$ cat src/rtl/core/sss_pkg.sv
package sss_pkg;

	localparam int QBITS = 16;
	localparam int SCORE_W = 17;
	localparam int VALUE_W = 32;
	localparam int MATCH_W = 11;

	localparam logic [0:0] MODE_JACCARD = 1'b0;
	localparam logic [0:0] MODE_DICE = 1'b1;

	localparam logic [0:0] REG_MODE = 1'b0;
	localparam logic [0:0] REG_THRESH = 1'b1;

	localparam logic SIDE_SOURCE = 1'b0;
	localparam logic SIDE_TARGET = 1'b1;

	typedef enum logic [2:0] {
		ST_LOAD,
		ST_RATIO,
		ST_MERGE,
		ST_DIVIDE,
		ST_OUT
	} state_t;

	typedef struct packed {
		logic start;
		logic busy;
	} div_ctl_t;

endpackage

$ cat src/rtl/core/sss_div.sv
// restoring divider, one quotient bit per cycle
module sss_div #(
	parameter int NW = 40,
	parameter int DW = 24
) (
	input  logic            clk,
	input  logic            arst_n,
	input  logic            start,
	input  logic [NW-1:0]   num,
	input  logic [DW-1:0]   den,
	output sss_pkg::div_ctl_t ctl,
	output logic [NW-1:0]   quot
);

	localparam int CW = $clog2(NW + 1);

	logic [CW-1:0] cnt_q;
	logic [DW:0]   rem_q;
	logic [DW-1:0] den_q;
	logic [NW-1:0] quot_q;
	logic [DW:0]   trial;

	assign trial = {rem_q[DW-1:0], quot_q[NW-1]};

	always_ff @(posedge clk or negedge arst_n) begin
		if (!arst_n) begin
			cnt_q <= '0;
		end else if (start) begin
			cnt_q <= CW'(NW);
		end else if (cnt_q != '0) begin
			cnt_q <= cnt_q - 1'b1;
		end
	end

	always_ff @(posedge clk) begin
		if (start) begin
			rem_q <= '0;
			den_q <= den;
			quot_q <= num;
		end else if (cnt_q != '0) begin
			if (trial >= {1'b0, den_q}) begin
				rem_q <= trial - {1'b0, den_q};
				quot_q <= {quot_q[NW-2:0], 1'b1};
			end else begin
				rem_q <= trial;
				quot_q <= {quot_q[NW-2:0], 1'b0};
			end
		end
	end

	assign ctl = '{start: start, busy: (cnt_q != '0)};
	assign quot = quot_q;

endmodule

$ cat config.mk
export PLATFORM = sky130hd
export DESIGN_NAME = sss_div
export DESIGN_NICKNAME = d
export VERILOG_FILES = /design/src/rtl/core/sss_pkg.sv /design/src/rtl/core/sss_div.sv
export SDC_FILE = /design/constraint.sdc
export NUM_CORES = 1
export LEC_CHECK = 0
export ABC_AREA = 1
export BUFFER_PORTS_ARGS = -buffer_cell sky130_fd_sc_hd__buf_2
export CORE_MARGIN = 2
export CORE_UTILIZATION = 54
export CTS_BUF_LIST = sky130_fd_sc_hd__clkbuf_8
export CTS_CLUSTER_DIAMETER = 120
export DETAILED_ROUTE_END_ITERATION = 10
export HOLD_SLACK_MARGIN = 0.08
export PLACE_DENSITY = 0.89
export SYNTH_ARGS = -nofsm -noshare
export SYNTH_HDL_FRONTEND = slang
export SYNTH_SLANG_ARGS = --single-unit
$ cat constraint.sdc
create_clock -name clk -period 5.9 [get_ports clk]
set_input_delay 0 -clock clk [delete_from_list [all_inputs] [get_ports clk]]
set_output_delay 0 -clock clk [all_outputs]
set_load 0.1 [all_outputs]
==> impl_metrics.xml <==
<?xml version="1.0" encoding="UTF-8"?>
<metrics>
  <group name="yosys">
    <metric name="summed_instance_area_of_the_synthesized_netlist" unit="sq um">5860</metric>
    <metric name="register_bit_total_from_synthesis" unit="">94</metric>
    <metric name="synth_seq_area_share" unit="%">43.6</metric>
    <metric name="synthesis.yosys.warnings" unit="">0</metric>
    <metric name="yosys.area.top_type_share" unit="%">32.8</metric>
    <metric name="synth.area.top_cells" unit="">sky130_fd_sc_hd__edfxtp_1 (33%), sky130_fd_sc_hd__nand2_1 (20%), sky130_fd_sc_hd__inv_1 (8.5%)</metric>
    <metric name="synthCells" unit="">784</metric>
    <metric name="ys_async_sr_fraction" unit="%">6.38</metric>
    <metric name="cell_taking_the_most_area_after_synthesis" unit="">sky130_fd_sc_hd__edfxtp_1</metric>
    <metric name="post_synth_edffs" unit="">64</metric>
    <metric name="syn_avg_cell_area" unit="sq um">7.47</metric>
    <metric name="synth_nets" unit="">877</metric>
    <metric name="postSynth.topFlopCell" unit="">sky130_fd_sc_hd__edfxtp_1</metric>
    <metric name="yosys.cell_types.count" unit="">38</metric>
  </group>
  <group name="worst_setup_path">
    <metric name="critical_path.endpoint_type" unit="">flop</metric>
    <metric name="criticalPathCategory" unit="">flop to flop</metric>
    <metric name="path_max_fanout" unit="">25</metric>
    <metric name="cp_slowest_cell" unit="">sky130_fd_sc_hd__a21oi_4</metric>
    <metric name="max_stage_delay" unit="ns">0.63</metric>
    <metric name="crit_cells" unit="">12</metric>
    <metric name="worst_path_dominant_cell_family" unit="">simple AND/OR/NAND/NOR gates</metric>
    <metric name="rr_worst_depth" unit="">12</metric>
    <metric name="r2r-end" unit="">quot[0]$_DFFE_PP_</metric>
    <metric name="critical_path.startpoint" unit="">den_q[16]$_DFFE_PP_</metric>
    <metric name="worst_r2r_startpoint" unit="">den_q[16]$_DFFE_PP_</metric>
    <metric name="cp-endpoint" unit="">quot[0]$_DFFE_PP_</metric>
    <metric name="cp_data_arrival_time" unit="ns">3.08</metric>
    <metric name="crit_path_cell_trace" unit="">inv_1 &gt; ha_1 &gt; nand2_1 &gt; inv_2 &gt; nand2_1 &gt; nand2_1 &gt; clkinv_1 &gt; nand2_2 &gt; a21oi_4 &gt; nand3_4 &gt; nand2_1 &gt; nand2_1</metric>
    <metric name="critical_path.n_buffers_inverters" unit="">3</metric>
    <metric name="timing.reg2reg.setup_slack" unit="ns">2.96</metric>
    <metric name="timing.critical_path.from_type" unit="">flop</metric>
    <metric name="worst_ep_required_time" unit="ns">6.03</metric>
    <metric name="most_frequent_cp_cell" unit="">sky130_fd_sc_hd__nand2_1</metric>
  </group>
  <group name="global_route">
    <metric name="antenna_found_initial" unit="">0</metric>
    <metric name="globalRouteTotalUtil" unit="%">29.8</metric>
    <metric name="grt_start_max_net_pins" unit="">69</metric>
    <metric name="grt_pass1_wl" unit="microns">27000</metric>
    <metric name="grt.overflow.total" unit="">0</metric>
    <metric name="number_of_global_route_vias_before_repair" unit="">5614</metric>
  </group>
  <group name="cts">
    <metric name="cts.repair.resized" unit="">0</metric>
    <metric name="cts.path.max_buffers" unit="">2</metric>
    <metric name="tritoncts.num_buffers" unit="">9</metric>
    <metric name="cts_h_tree_depth" unit="">3</metric>
    <metric name="tritoncts" unit="">built</metric>
    <metric name="root_buffer" unit="">sky130_fd_sc_hd__clkbuf_8</metric>
    <metric name="cts.sink_count" unit="">94</metric>
    <metric name="worst_setup_hold_path_clk_slew" unit="ns">0.10</metric>
    <metric name="clock_insertion_delay_worst_skew" unit="ns">0.39</metric>
  </group>
  <group name="pwr">
    <metric name="power.switching" unit="W">0.00125</metric>
    <metric name="power.share.sequential" unit="%">32.7</metric>
    <metric name="clock_power_share" unit="%">18.6</metric>
    <metric name="power.leakage" unit="nW">3.85</metric>
    <metric name="vdd_drop_max" unit="V">0.000236</metric>
    <metric name="power_per_cell_area" unit="nW/um^2">372</metric>
    <metric name="power.share.switching" unit="%">45.9</metric>
    <metric name="relative_contribution_of_combinational_cells_to_total_power" unit="%">48.7</metric>
    <metric name="internal_power" unit="W">0.00148</metric>
  </group>
  <group name="routing">
    <metric name="dr_total_vias" unit="">5752</metric>
    <metric name="final_antenna_net_count" unit="">0</metric>
    <metric name="dr.first_iter.drc_count" unit="">418</metric>
    <metric name="viasPerCell" unit="">5.26</metric>
    <metric name="drcViolationCount" unit="">0</metric>
    <metric name="detail_route.wl_per_cell" unit="microns">15.3</metric>
    <metric name="detail_route.first_pass.iterations" unit="">6</metric>
    <metric name="routed_wire_length" unit="microns">16700</metric>
  </group>
  <group name="place">
    <metric name="dp.cells" unit="">1011</metric>
    <metric name="number_of_buffers_added_on_ports" unit="">108</metric>
    <metric name="dpl.hpwl" unit="microns">10200</metric>
    <metric name="gpl.final_weighted_congestion" unit="">0.971</metric>
  </group>
  <group name="floorplanning">
    <metric name="die_w" unit="microns">108</metric>
    <metric name="fp.dieArea" unit="sq um">11700</metric>
    <metric name="site_rows" unit="">38</metric>
    <metric name="die_y" unit="microns">108</metric>
    <metric name="floorplan.core_area" unit="sq um">10700</metric>
    <metric name="effective_utilization_at_floorplan" unit="%">54.8</metric>
    <metric name="io-pin-count" unit="">109</metric>
  </group>
  <group name="cells_and_area">
    <metric name="finish.cell_count_without_fillers" unit="">1093</metric>
    <metric name="final_layout_size_suffix_gt1_share" unit="%">17.3</metric>
    <metric name="layout_common_cells" unit="">sky130_fd_sc_hd__nand2_1 (312), sky130_fd_sc_hd__inv_1 (132), sky130_fd_sc_hd__buf_2 (108)</metric>
    <metric name="area_delta_synth_final" unit="%">25.2</metric>
    <metric name="filler_cell_count" unit="">833</metric>
    <metric name="diodes" unit="">0</metric>
    <metric name="most_common_library_cell_in_the_layout_ignoring_fill_and_taps" unit="">sky130_fd_sc_hd__nand2_1</metric>
    <metric name="final_net_count" unit="">1041</metric>
  </group>
  <group name="sta">
    <metric name="post-route-min-period" unit="ns">2.94</metric>
    <metric name="grt_setup_unrepaired" unit="">false</metric>
    <metric name="maxSlewHeadroom" unit="%">20.6</metric>
    <metric name="timing.clock.skew" unit="ns">0.0192</metric>
    <metric name="timing_max_transition_violations_final" unit="">0</metric>
    <metric name="final_min_period_over_clock_period" unit="%">49.8</metric>
    <metric name="timing_worst_slew_pin_value" unit="ns">1.18</metric>
    <metric name="timing.final.hold_violations" unit="">0</metric>
    <metric name="max_freq" unit="MHz">340</metric>
    <metric name="finalSetupViolCount" unit="">0</metric>
    <metric name="final.setup.tns" unit="ns">0</metric>
  </group>
  <group name="outcome">
    <metric name="run_status" unit="">completed</metric>
  </group>
  <group name="flow_run">
    <metric name="cap_violations" unit="">0</metric>
  </group>
  <group name="hold_path">
    <metric name="holdCritPathClass" unit="">input port to flop</metric>
  </group>
</metrics>
-- final cells by class --
type / count / area (sq um) / area share, %
Timing Repair Buffer: 175 / 1210 / 16.5
Multi-Input combinational cell: 526 / 2640 / 36.0
Inverter: 142 / 533 / 7.27
Sequential cell: 94 / 2550 / 34.8
Clock inverter: 7 / 104 / 1.42
Tap cell: 140 / 175 / 2.39
Clock buffer: 9 / 124 / 1.69
-- registers in the layout, summed over array words and instances, names as in the netlist --
| signal | flops |
|---|---|
| rem_q | 24 |
| den_q | 24 |
| cnt_q | 6 |
| quot | 40 |
-- metal layers --
layer  vias up  routed length, microns  track usage [%]
met5         -                       0                0
met2       303                    8130             51.8
met3        42                    1460             6.33
li1       2791                       -                -
met1      2616                    6630             37.0
met4         0                     467             9.62
-- cells by family (layout without fill, tap and decap cells) --
logic type / after synthesis / in the layout / share of synthesized area (%)
fa+ha+maj: 26 / 26 / 5.68
flops: 94 / 94 / 43.6
simple gates: 453 / 453 / 34.0
xor+xnor: 13 / 13 / 1.94
compound gates: 34 / 34 / 3.42
buf+inv: 164 / 333 / 11.4
-- worst min-delay path by stage --
stage               startpoint                   end  slack [ns]  depth (start not counted)
finish                   start   den_q[22]$_DFFE_PP_        0.30                          2
global route            den[1]    den_q[1]$_DFFE_PP_        0.33                          2
CTS                    den[20]   den_q[20]$_DFFE_PP_        0.31                          2
detailed placement      arst_n  cnt_q[3]$_DFFE_PN0P_       -0.17                          1
global placement        arst_n  cnt_q[3]$_DFFE_PN0P_       -0.17                          1
floorplan               arst_n  cnt_q[0]$_DFFE_PN0P_       -0.30                          0
-- stage by stage --
step	setup WS, ns	utilization [%]	cell area (sq um)	total power, W	hold WS, ns
floorplan	3.32	-	5860	0.00195	-0.296
global placement	2.94	60.3	6450	0.00214	-0.175
detailed placement	2.91	60.3	6450	0.00216	-0.172
CTS	2.97	68.6	7340	0.00269	0.310
global route	2.77	68.6	7340	0.00290	0.333
finish	2.96	68.6	7340	0.00273	0.305
-- synth_stat cells (2+ instances only) --
cell type,n
sky130_fd_sc_hd__nor2_1,30
sky130_fd_sc_hd__nor2_4,2
sky130_fd_sc_hd__nand3_1,46
sky130_fd_sc_hd__o21ai_1,8
sky130_fd_sc_hd__o21bai_1,2
sky130_fd_sc_hd__nand4_1,29
sky130_fd_sc_hd__inv_1,132
sky130_fd_sc_hd__nor3_2,2
sky130_fd_sc_hd__clkinv_1,3
sky130_fd_sc_hd__nor3_1,4
sky130_fd_sc_hd__clkbuf_1,10
sky130_fd_sc_hd__nand2_1,312
sky130_fd_sc_hd__buf_2,7
sky130_fd_sc_hd__dfrtp_1,6
sky130_fd_sc_hd__ha_1,25
sky130_fd_sc_hd__o21ai_0,5
sky130_fd_sc_hd__buf_4,3
sky130_fd_sc_hd__nand3_2,11
sky130_fd_sc_hd__nor2_2,3
sky130_fd_sc_hd__edfxtp_1,64
sky130_fd_sc_hd__dfxtp_1,24
sky130_fd_sc_hd__xnor2_1,9
sky130_fd_sc_hd__inv_2,7
sky130_fd_sc_hd__a21oi_1,13
sky130_fd_sc_hd__nand2_2,10
sky130_fd_sc_hd__buf_12,2
sky130_fd_sc_hd__xor2_1,4
-- power groups by stage --
stage / Combinational [W] / Clock (W) / Sequential, W
floorplan: 0.000842 / 0 / 0.00111
global placement: 0.00124 / 0 / 0.000896
detailed placement: 0.00126 / 0 / 0.000896
CTS: 0.00130 / 0.000505 / 0.000885
global route: 0.00147 / 0.000526 / 0.000900
finish: 0.00133 / 0.000508 / 0.000890
-- repair_timing --
item	in CTS	in global routing
endpoints found under the setup margin	0	0
endpoints found under the hold margin	70	0
buffers inserted	0	0
hold buffers	66	0
Note: power is estimated with default switching activity, not from simulation.
